`config.mk`:
```
export PLATFORM = sky130hd
export DESIGN_NAME = mandelbrot_escape_pixel
export DESIGN_NICKNAME = d
export VERILOG_FILES = /design/src/rtl/core/mbe_pkg.sv /design/src/rtl/core/mandelbrot_escape_pixel.sv /design/src/rtl/core/mbe_csr.sv /design/src/rtl/core/mbe_mul.sv /design/src/rtl/core/mbe_ctrl.sv
export SDC_FILE = /design/constraint.sdc
export NUM_CORES = 2
export LEC_CHECK = 0
export BUFFER_PORTS_ARGS = -buffer_cell sky130_fd_sc_hd__clkbuf_2
export CORE_AREA = 10 10 364 366
export CTS_CLUSTER_DIAMETER = 200
export CTS_CLUSTER_SIZE = 24
export DETAILED_ROUTE_END_ITERATION = 10
export DIE_AREA = 0 0 374 376
export PLACE_DENSITY = 0.72
export SYNTH_ARGS = -nofsm -noshare
export SYNTH_HDL_FRONTEND = slang
export SYNTH_SLANG_ARGS = --single-unit
```
`constraint.sdc`:
```
create_clock -name clock -period 27.2 [get_ports clock]
set_input_delay 4.08 -clock clock [delete_from_list [all_inputs] [get_ports clock]]
set_output_delay 4.08 -clock clock [all_outputs]
set_load 0.01 [all_outputs]
```
`src/rtl/core/mbe_pkg.sv`:
```
package mbe_pkg;

   // fixed point format: Q4.28
   localparam int unsigned FRAC_BITS = 28;

   // configuration register indexes
   localparam int unsigned CSR_INDEX_W = 3;
   typedef logic [CSR_INDEX_W-1:0] csr_index_type;

   localparam csr_index_type REG_REAL_ORIGIN    = 3'd0;
   localparam csr_index_type REG_IMAG_ORIGIN    = 3'd1;
   localparam csr_index_type REG_REAL_STEP      = 3'd2;
   localparam csr_index_type REG_IMAG_STEP      = 3'd3;
   localparam csr_index_type REG_ESCAPE_LIMIT   = 3'd4;
   localparam csr_index_type REG_MAX_ITERATIONS = 3'd5;

   // reset values
   localparam logic signed [31:0] REAL_ORIGIN_RST    = -32'sd536870912;
   localparam logic signed [31:0] IMAG_ORIGIN_RST    = -32'sd402653184;
   localparam logic signed [31:0] REAL_STEP_RST      = 32'sd786432;
   localparam logic signed [31:0] IMAG_STEP_RST      = 32'sd786432;
   localparam logic [30:0]        ESCAPE_LIMIT_RST   = 31'd1073741824;
   localparam logic [15:0]        MAX_ITERATIONS_RST = 16'd256;

   // settings seen by the iteration engine
   typedef struct packed {
      logic signed [31:0] real_origin;
      logic signed [31:0] imag_origin;
      logic signed [31:0] real_step;
      logic signed [31:0] imag_step;
      logic [30:0]        escape_limit;
      logic [15:0]        max_iterations;
   } cfg_type;

   // operands for the shared multiplier
   typedef struct packed {
      logic signed [31:0] a;
      logic signed [31:0] b;
   } mul_op_type;

   // clamp a wide signed value to signed 32 bits
   function automatic logic signed [31:0] sat32(input logic signed [63:0] v);
      logic signed [31:0] r;
      if (v > 64'sd2147483647) begin
         r = 32'sh7FFFFFFF;
      end else if (v < -64'sd2147483648) begin
         r = 32'sh80000000;
      end else begin
         r = v[31:0];
      end
      return r;
   endfunction

endpackage

```
`src/rtl/core/mandelbrot_escape_pixel.sv`:
```
// Mandelbrot escape-time pixel engine.
// Request channel: req_valid/req_stall with req_col_index and req_row_index
// (10 bits each); a word is taken on a clock edge with req_valid high and
// req_stall low. The row scales real_step, the column scales imag_step.
// Response channel: rsp_valid/rsp_stall with rsp_shade (4 bits): 0 when the
// iteration cap was reached, else the iteration count modulo 16.
// Register port: csr_valid/csr_ready with csr_index and csr_data; csr_ready is
// always high. Write registers only while no pixel is in flight.
// Sequence: c is formed in states S_CX, S_CY and S_CYW, then each
// iteration runs S_UPD, S_SQX, S_SQY and S_MAG. One 32x32 multiplier is
// shared for c and for the three products of each iteration (x*y, x*x, y*y).
// One pixel is worked on at a time: req_stall is high from the accept until
// the result is moved into the output register.
// A result waiting under rsp_stall holds; the finished pixel after it waits
// in the engine and the request side stays stalled.
// Reset: synchronous, clears the sequencer and response valid and loads the
// register defaults (-2.0, -1.5, 3/1024, 3/1024, 4.0, 256).
module mandelbrot_escape_pixel
   import mbe_pkg::*;
(
   input  logic          clock,
   input  logic          reset,
   input  logic          req_valid,
   output logic          req_stall,
   input  logic [9:0]    req_col_index,
   input  logic [9:0]    req_row_index,
   output logic          rsp_valid,
   input  logic          rsp_stall,
   output logic [3:0]    rsp_shade,
   input  logic          csr_valid,
   output logic          csr_ready,
   input  csr_index_type csr_index,
   input  logic [31:0]   csr_data
);

   cfg_type            cfg;
   mul_op_type         mul_op;
   logic signed [63:0] mul_product;

   // configuration registers
   mbe_csr u_csr (
      .clock     (clock),
      .reset     (reset),
      .csr_valid (csr_valid),
      .csr_ready (csr_ready),
      .csr_index (csr_index),
      .csr_data  (csr_data),
      .cfg       (cfg)
   );

   // shared multiplier
   mbe_mul u_mul (
      .clock   (clock),
      .op      (mul_op),
      .product (mul_product)
   );

   // iteration sequencer
   mbe_ctrl u_ctrl (
      .clock         (clock),
      .reset         (reset),
      .cfg           (cfg),
      .req_valid     (req_valid),
      .req_stall     (req_stall),
      .req_col_index (req_col_index),
      .req_row_index (req_row_index),
      .rsp_valid     (rsp_valid),
      .rsp_stall     (rsp_stall),
      .rsp_shade     (rsp_shade),
      .mul_op        (mul_op),
      .mul_product   (mul_product)
   );

endmodule

```
`src/rtl/core/mbe_csr.sv`:
```
module mbe_csr
   import mbe_pkg::*;
(
   input  logic          clock,
   input  logic          reset,
   input  logic          csr_valid,
   output logic          csr_ready,
   input  csr_index_type csr_index,
   input  logic [31:0]   csr_data,
   output cfg_type       cfg
);

   cfg_type cfg_ff;
   cfg_type cfg_in;

   // writes are always taken
   assign csr_ready = 1'b1;

   // register decode, unknown indexes ignored
   always_comb begin
      cfg_in = cfg_ff;
      if (csr_valid) begin
         unique case (csr_index)
            REG_REAL_ORIGIN:    cfg_in.real_origin    = $signed(csr_data);
            REG_IMAG_ORIGIN:    cfg_in.imag_origin    = $signed(csr_data);
            REG_REAL_STEP:      cfg_in.real_step      = $signed(csr_data);
            REG_IMAG_STEP:      cfg_in.imag_step      = $signed(csr_data);
            REG_ESCAPE_LIMIT:   cfg_in.escape_limit   = csr_data[30:0];
            REG_MAX_ITERATIONS: cfg_in.max_iterations = csr_data[15:0];
            default:            cfg_in = cfg_ff;
         endcase
      end
   end

   always_ff @(posedge clock) begin
      if (reset) begin
         cfg_ff.real_origin    <= REAL_ORIGIN_RST;
         cfg_ff.imag_origin    <= IMAG_ORIGIN_RST;
         cfg_ff.real_step      <= REAL_STEP_RST;
         cfg_ff.imag_step      <= IMAG_STEP_RST;
         cfg_ff.escape_limit   <= ESCAPE_LIMIT_RST;
         cfg_ff.max_iterations <= MAX_ITERATIONS_RST;
      end else begin
         cfg_ff <= cfg_in;
      end
   end

   assign cfg = cfg_ff;

endmodule

```
`src/rtl/core/mbe_mul.sv`:
```
module mbe_mul
   import mbe_pkg::*;
(
   input  logic               clock,
   input  mul_op_type         op,
   output logic signed [63:0] product
);

   logic signed [63:0] product_ff;
   logic signed [63:0] product_in;

   // one signed 32x32 product per cycle, registered
   assign product_in = op.a * op.b;

   always_ff @(posedge clock) begin
      product_ff <= product_in;
   end

   assign product = product_ff;

endmodule

```
`src/rtl/core/mbe_ctrl.sv`:
```
module mbe_ctrl
   import mbe_pkg::*;
(
   input  logic               clock,
   input  logic               reset,
   input  cfg_type            cfg,
   input  logic               req_valid,
   output logic               req_stall,
   input  logic [9:0]         req_col_index,
   input  logic [9:0]         req_row_index,
   output logic               rsp_valid,
   input  logic               rsp_stall,
   output logic [3:0]         rsp_shade,
   output mul_op_type         mul_op,
   input  logic signed [63:0] mul_product
);

   // sequencer states
   localparam logic [2:0] S_IDLE = 3'd0;
   localparam logic [2:0] S_CX   = 3'd1;
   localparam logic [2:0] S_CY   = 3'd2;
   localparam logic [2:0] S_CYW  = 3'd3;
   localparam logic [2:0] S_UPD  = 3'd4;
   localparam logic [2:0] S_SQX  = 3'd5;
   localparam logic [2:0] S_SQY  = 3'd6;
   localparam logic [2:0] S_MAG  = 3'd7;

   logic [2:0]         state_ff, state_in;
   logic               done_ff, done_in;
   logic [9:0]         col_ff, col_in;
   logic [9:0]         row_ff, row_in;
   logic signed [31:0] cx_ff, cx_in;
   logic signed [31:0] cy_ff, cy_in;
   logic signed [31:0] x_ff, x_in;
   logic signed [31:0] y_ff, y_in;
   logic signed [63:0] xx_ff, xx_in;
   logic signed [63:0] yy_keep_ff, yy_keep_in;
   logic [15:0]        k_ff, k_in;
   logic               rsp_valid_ff, rsp_valid_in;
   logic [3:0]         shade_ff, shade_in;

   logic               accept;
   logic               out_free;
   logic signed [63:0] re_sum;
   logic signed [63:0] im_sum;
   logic [63:0]        mag_sum;
   logic [30:0]        mag;
   logic               finished;

   assign accept   = req_valid && !req_stall;
   assign out_free = !rsp_valid_ff || !rsp_stall;

   // new z from x*x - y*y and 2*x*y, floor shifted
   assign re_sum = ((xx_ff - yy_keep_ff) >>> FRAC_BITS) + 64'(cx_ff);
   assign im_sum = (mul_product >>> (FRAC_BITS - 1)) + 64'(cy_ff);

   // squared magnitude of new z, saturating
   assign mag_sum = 64'(xx_ff) + 64'(mul_product);
   assign mag     = (mag_sum[63:59] != 5'd0) ? 31'h7FFFFFFF : mag_sum[58:28];
   assign finished = (mag >= cfg.escape_limit) || (k_ff >= cfg.max_iterations);

   // operand selection for the shared multiplier
   always_comb begin
      mul_op.a = x_ff;
      mul_op.b = y_ff;
      unique case (state_ff)
         S_CX: begin
            mul_op.a = cfg.real_step;
            mul_op.b = $signed({22'd0, row_ff});
         end
         S_CY: begin
            mul_op.a = cfg.imag_step;
            mul_op.b = $signed({22'd0, col_ff});
         end
         S_SQX: begin
            mul_op.a = x_ff;
            mul_op.b = x_ff;
         end
         S_SQY: begin
            mul_op.a = y_ff;
            mul_op.b = y_ff;
         end
         default: begin
            mul_op.a = x_ff;
            mul_op.b = y_ff;
         end
      endcase
   end

   // sequencer and datapath
   always_comb begin
      state_in     = state_ff;
      done_in      = done_ff;
      col_in       = col_ff;
      row_in       = row_ff;
      cx_in        = cx_ff;
      cy_in        = cy_ff;
      x_in         = x_ff;
      y_in         = y_ff;
      xx_in        = xx_ff;
      k_in         = k_ff;
      rsp_valid_in = rsp_valid_ff && rsp_stall;
      shade_in     = shade_ff;
      unique case (state_ff)
         S_IDLE: begin
            if (done_ff) begin
               // hand the word over once the output register is free
               if (out_free) begin
                  rsp_valid_in = 1'b1;
                  shade_in     = (k_ff >= cfg.max_iterations) ? 4'd0 : k_ff[3:0];
                  done_in      = 1'b0;
               end
            end else if (accept) begin
               col_in   = req_col_index;
               row_in   = req_row_index;
               x_in     = '0;
               y_in     = '0;
               xx_in    = '0;
               state_in = S_CX;
            end
         end
         S_CX: begin
            state_in = S_CY;
         end
         S_CY: begin
            cx_in    = sat32(mul_product + 64'(cfg.real_origin));
            state_in = S_CYW;
         end
         S_CYW: begin
            cy_in    = sat32(mul_product + 64'(cfg.imag_origin));
            k_in     = '0;
            state_in = S_UPD;
         end
         S_UPD: begin
            x_in     = sat32(re_sum);
            y_in     = sat32(im_sum);
            k_in     = k_ff + 16'd1;
            state_in = S_SQX;
         end
         S_SQX: begin
            state_in = S_SQY;
         end
         S_SQY: begin
            xx_in    = mul_product;
            state_in = S_MAG;
         end
         S_MAG: begin
            // product holds y*y here; the next x*y is already issued
            if (finished) begin
               done_in  = 1'b1;
               state_in = S_IDLE;
            end else begin
               state_in = S_UPD;
            end
         end
         default: begin
            state_in = S_IDLE;
         end
      endcase
   end

   // the y*y product becomes the subtrahend of the next update, zero for a new pixel
   assign yy_keep_in = (state_ff == S_MAG) ? mul_product : (accept ? '0 : yy_keep_ff);

   always_ff @(posedge clock) begin
      if (reset) begin
         state_ff     <= S_IDLE;
         done_ff      <= 1'b0;
         rsp_valid_ff <= 1'b0;
      end else begin
         state_ff     <= state_in;
         done_ff      <= done_in;
         rsp_valid_ff <= rsp_valid_in;
      end
   end

   always_ff @(posedge clock) begin
      col_ff     <= col_in;
      row_ff     <= row_in;
      cx_ff      <= cx_in;
      cy_ff      <= cy_in;
      x_ff       <= x_in;
      y_ff       <= y_in;
      xx_ff      <= xx_in;
      k_ff       <= k_in;
      shade_ff   <= shade_in;
      yy_keep_ff <= yy_keep_in;
   end

   assign req_stall = (state_ff != S_IDLE) || done_ff;
   assign rsp_valid = rsp_valid_ff;
   assign rsp_shade = shade_ff;

`ifndef SYNTHESIS
   // an accepted word starts the c computation
   assert property (@(posedge clock) disable iff (reset)
      accept |=> (state_ff == S_CX))
      else $error("accepted word did not start the sequence");

   // a finished iteration leaves the loop
   assert property (@(posedge clock) disable iff (reset)
      (state_ff == S_MAG) && finished |=> (state_ff == S_IDLE) && done_ff)
      else $error("finished iteration did not end the loop");

   // a result only appears after a finished pixel
   assert property (@(posedge clock) disable iff (reset)
      $rose(rsp_valid_ff) |-> $past(done_ff))
      else $error("result raised without a finished pixel");

   // no new word is taken while a pixel is pending hand-over
   assert property (@(posedge clock) disable iff (reset)
      done_ff |-> req_stall)
      else $error("input taken while a result is pending");
`endif

endmodule
```
==> impl_results.html <==
<table>
<tr><th>Metric</th><th>Value</th></tr>
<tr><th colspan="2">Logic synthesis</th></tr>
<tr><td>Number of enable flip-flop cells after synthesis</td><td>between 200 and 300</td></tr>
<tr><td>Synthesized netlist net count</td><td>between 10000 and 15000</td></tr>
<tr><td>Yosys reg bits</td><td>540</td></tr>
<tr><td>Most used flip-flop cell after synthesis</td><td>sky130_fd_sc_hd__edfxtp_1</td></tr>
<tr><td>Fraction of registers with async set or reset after synthesis</td><td>0%</td></tr>
<tr><td>Seq/Total Area, Yosys</td><td>18.5%</td></tr>
<tr><td>Synth warn</td><td>0</td></tr>
<tr><td>Cell Area, Synth</td><td>74500 sq um</td></tr>
<tr><td>Mean instance size in the synthesized netlist</td><td>8.79 sq um</td></tr>
<tr><td>Cell type contributing the most total cell area after synthesis</td><td>sky130_fd_sc_hd__fa_1</td></tr>
<tr><td>Commonest cells in the netlist</td><td>1220 x sky130_fd_sc_hd__inv_1, 1126 x sky130_fd_sc_hd__nand2_1, 1086 x sky130_fd_sc_hd__fa_1, 808 x sky130_fd_sc_hd__nor2_1, 555 x sky130_fd_sc_hd__ha_1</td></tr>
<tr><td>Top-area cell type share of the netlist area</td><td>29.2%</td></tr>
<tr><td>Leading cell types by total area after synthesis</td><td>sky130_fd_sc_hd__fa_1 29%, sky130_fd_sc_hd__edfxtp_1 12%, sky130_fd_sc_hd__ha_1 9.3%, sky130_fd_sc_hd__dfxtp_1 6.6%, sky130_fd_sc_hd__inv_1 6.1%</td></tr>
<tr><td>Most repeated cell in the gate-level netlist after synthesis</td><td>sky130_fd_sc_hd__inv_1</td></tr>
<tr><td>Unique cell type count in the Yosys netlist</td><td>106</td></tr>
<tr><td>Post-Synthesis Cells</td><td>8479</td></tr>
<tr><th colspan="2">Routing</th></tr>
<tr><td>Iter 0 DRT Violations</td><td>6980</td></tr>
<tr><td>Number of iterations in the first detailed-routing pass</td><td>6</td></tr>
<tr><td>DRC violation count after routing</td><td>0</td></tr>
<tr><td>Wirelength, routed</td><td>254 mm</td></tr>
<tr><td>Total vias in the final route</td><td>63000</td></tr>
<tr><td>Final routed wire length divided by cell count</td><td>25.3 um</td></tr>
<tr><td>Antenna viol nets, final</td><td>0</td></tr>
<tr><td>Vias/cell</td><td>around 6.3</td></tr>
<tr><th colspan="2">Floorplanning</th></tr>
<tr><td>Site row count</td><td>130</td></tr>
<tr><td>Placeable Area</td><td>125000 sq um</td></tr>
<tr><td>Area of the die</td><td>141000 sq um</td></tr>
<tr><td>IO Count</td><td>67</td></tr>
<tr><td>Horiz. Die Dim</td><td>374 um</td></tr>
<tr><td>Initial Util</td><td>roughly three fifths</td></tr>
<tr><td>Height of the chip</td><td>around 380 um</td></tr>
<tr><th colspan="2">Timing</th></tr>
<tr><td>Worst hold margin</td><td>about 0.46 ns</td></tr>
<tr><td>Fin crit share</td><td>between 40 and 50%</td></tr>
<tr><td>Post-route clock skew</td><td>0.0504 ns</td></tr>
<tr><td>RSZ-0062 raised after global routing</td><td>false</td></tr>
<tr><td>Hold violation count in the final report</td><td>0</td></tr>
<tr><td>Pins Over Slew Limit</td><td>0</td></tr>
<tr><td>Sum of negative setup slack</td><td>0 ns</td></tr>
<tr><td>Maximum frequency from static timing analysis</td><td>0.0831 GHz</td></tr>
<tr><td>Final count of negative-setup-slack endpoints</td><td>0</td></tr>
<tr><td>Min cycle time layout</td><td>12.03 ns</td></tr>
<tr><td>Transition at the pin with the smallest max-transition slack</td><td>1.39 ns</td></tr>
<tr><td>Worst max-slew margin expressed relative to the limit</td><td>6.48%</td></tr>
<tr><th colspan="2">Placed design</th></tr>
<tr><td>Count of buffers from port buffering</td><td>65</td></tr>
<tr><td>RePlAce Congestion</td><td>1.02</td></tr>
<tr><td>Placed wire-length estimate</td><td>just under 200 mm</td></tr>
<tr><th colspan="2">Worst hold path</th></tr>
<tr><td>Endpoint with the worst hold slack</td><td>u_csr.cfg[5]$_SDFFE_PP0P_</td></tr>
<tr><td>Class of the tightest hold or removal check</td><td>register to register</td></tr>
<tr><td>Hold-critical path depth</td><td>2</td></tr>
<tr><td>Source of the worst hold timing path</td><td>u_csr.cfg[5]$_SDFFE_PP0P_</td></tr>
<tr><th colspan="2">Layout</th></tr>
<tr><td>Number of filler cells placed in the layout</td><td>10800</td></tr>
<tr><td>Area grow syn2layout</td><td>4.36%</td></tr>
<tr><td>Share of post-route cells with drive strength above 1</td><td>5.26%</td></tr>
<tr><td>Layout Nets</td><td>10000</td></tr>
<tr><th colspan="2">Setup path</th></tr>
<tr><td>Logic depth of the worst register-to-register path</td><td>29</td></tr>
<tr><td>Largest fanout on the critical path</td><td>71</td></tr>
<tr><td>Startpoint of the worst-slack reg-to-reg timing path</td><td>u_ctrl.state_ff[0]$_SDFFE_PP0P_</td></tr>
<tr><td>Cell seen most often among critical-path stages</td><td>sky130_fd_sc_hd__fa_1</td></tr>
<tr><td>Arr. time, crit path</td><td>around 13 ns</td></tr>
<tr><td>Count of buffer and inverter cells on the critical path</td><td>4</td></tr>
<tr><td>Reg-to-reg slack, setup</td><td>about 15 ns</td></tr>
<tr><td>Critical path's slowest cell</td><td>sky130_fd_sc_hd__fa_1</td></tr>
<tr><td>Required time reported for the critical path endpoint</td><td>27.77 ns</td></tr>
<tr><td>Kind of cell adding the most delay to the critical path</td><td>adder cells</td></tr>
<tr><td>Kind of capture point of the worst setup path</td><td>register</td></tr>
<tr><td>Reg2reg end</td><td>u_mul.product[63]$_DFF_P_</td></tr>
<tr><td>Largest stage delay, worst path</td><td>~0.97 ns</td></tr>
<tr><td>Cell count along the critical path</td><td>29</td></tr>
<tr><td>Critical path launch point type</td><td>register</td></tr>
<tr><td>Category of the most critical setup path</td><td>register to register</td></tr>
<tr><th colspan="2">Clock tree</th></tr>
<tr><td>H-tree levels</td><td>1</td></tr>
<tr><td>Clock latency on the worst-skew pair</td><td>0.66 ns</td></tr>
<tr><td>Maximum buffer depth of the clock tree</td><td>3</td></tr>
<tr><td>Number of cells upsized or downsized after cts</td><td>0</td></tr>
<tr><td>Buffer cell driving the clock tree root</td><td>sky130_fd_sc_hd__clkbuf_16</td></tr>
<tr><td>TritonCTS Buffers</td><td>26</td></tr>
<tr><td>Setup Buffers After CTS</td><td>0</td></tr>
<tr><td>Hold bufs inserted after CTS</td><td>0</td></tr>
<tr><td>Clk sink count</td><td>540</td></tr>
<tr><td>Clock slew seen by the registers of the worst setup and hold paths</td><td>0.11 ns</td></tr>
<tr><td>TritonCTS clock tree</td><td>done</td></tr>
<tr><th colspan="2">Global route</th></tr>
<tr><td>Total GRT Usage</td><td>35.7%</td></tr>
<tr><td>Via count of the first global-routing pass</td><td>63100</td></tr>
<tr><td>Antenna violations before repair</td><td>14</td></tr>
<tr><td>Wire length of the first global-routing pass</td><td>386 mm</td></tr>
<tr><td>Largest net degree at the start of global routing</td><td>92</td></tr>
<tr><td>Total congestion overflow after global routing</td><td>0</td></tr>
<tr><th colspan="2">Run</th></tr>
<tr><td>Count of max-cap constraint violations</td><td>0</td></tr>
<tr><th colspan="2">Outcome</th></tr>
<tr><td>Status</td><td>complete, no violations</td></tr>
</table>
worst register-to-register path, delay by kind of cell, from the launching register on:
family / cells / cell delay (ns)
flops: 1 / 0.37
buf+inv: 4 / 1.65
xor+xnor: 1 / 0.17
compound gates: 8 / 2.17
simple gates: 7 / 2.60
fa+ha+maj: 9 / 5.03
cell families (layout without fill, tap and decap cells):
family	Yosys count	in the layout	share of synthesized area, %
and+or+nand+nor	2691	2691	16.1
adders and majority gates	1641	1641	38.5
other	1	9	0.00503
muxes	12	12	0.173
buffers and inverters	1603	1491	8.23
DFF	540	540	18.5
xor gates and xnor gates	303	303	3.56
AOI/OAI and AO/OA	1688	1688	14.9
layer usage:
| layer | track usage [%] | wire length (um) | vias up |
|---|---|---|---|
| met3 | 9.78 | 29800 | 795 |
| met4 | 17.8 | 15800 | 6 |
| li1 | - | - | 27600 |
| met5 | 0 | 45 | - |
| met1 | 46.2 | 97200 | 31200 |
| met2 | 55.0 | 111000 | 3409 |
layout by cell type (no fill, tap or decap), drive strengths merged, types with 11 or more instances in the layout:
cell and count:
o21bai 56, a221oi 22, a22oi 96, fa 1086
inv 1220, a211oi 81, nand2b 43, nor3 71
or2 32, dfxtp 244, nor3b 11, nand3 82
o211ai 36, xnor2 197, nor2 809, xor2 106
nand3b 23, a31oi 36, nor4 25, clkbuf 110
and4 25, o41ai 11, a2111oi 11, o31a 11
and3 114, a21o 211, nand2 1128, or3 34
a21boi 36, and2 105, a21oi 500, o21a 84
a211o 45, nand4 88, o21ai 332, edfxtp 296
ha 555, buf 159, o31ai 21, nor2b 75
worst max-delay path by stage:
| stage | startpoint | to |
|---|---|---|
| finish | u_ctrl.state_ff[0]$_SDFFE_PP0P_ | u_mul.product[63]$_DFF_P_ |
| global route | u_ctrl.state_ff[0]$_SDFFE_PP0P_ | u_mul.product[63]$_DFF_P_ |
| CTS | u_ctrl.state_ff[0]$_SDFFE_PP0P_ | u_mul.product[62]$_DFF_P_ |
| detailed placement | u_ctrl.state_ff[0]$_SDFFE_PP0P_ | u_mul.product[62]$_DFF_P_ |
| global placement | u_ctrl.state_ff[0]$_SDFFE_PP0P_ | u_mul.product[62]$_DFF_P_ |
| floorplan | u_ctrl.state_ff[0]$_SDFFE_PP0P_ | u_mul.product[62]$_DFF_P_ |
stage by stage:
stage,setup slack [ns],instance area [sq um],utilization [%],cells
6_report,15.17,77800,62.2,10000
5_1_grt,14.67,77800,62.2,10000
4_1_cts,15.45,77700,62.2,10000
3_5_place_dp,15.47,77000,61.5,9969
3_3_place_gp,14.79,77000,61.5,9968
2_1_floorplan,17.89,74500,-,8479
registers in the layout, summed over array words and instances (netlist names), 3 cells and up:
| signal | cells |
|---|---|
| u_ctrl.yy_keep_ff | 64 |
| u_ctrl.y_ff | 32 |
| u_ctrl.rsp_shade | 4 |
| u_ctrl.xx_ff | 64 |
| u_ctrl.x_ff | 32 |
| u_ctrl.k_ff | 16 |
| u_ctrl.state_ff | 3 |
| u_ctrl.cx_ff | 32 |
| u_ctrl.cy_ff | 32 |
| u_csr.cfg | 175 |
| u_ctrl.col_ff | 10 |
| u_mul.product | 64 |
| u_ctrl.row_ff | 10 |
final cells by class:
cell class / instances / area, sq um / area share [%]
clock buffers: 46 / 747 / 0.961
inverters: 1220 / 4580 / 5.89
multi-input cells: 6336 / 55000 / 70.8
repair buffers: 223 / 1510 / 1.94
well taps: 1650 / 2060 / 2.65
diodes: 8 / 20.0 / 0.0257
flip-flops and latches: 540 / 13800 / 17.7
clock inverters: 2 / 17.5 / 0.0225
Power is left out: the tool's default activity adds up to more than one toggle a clock period on the data nets, which glitch-free logic cannot reach.
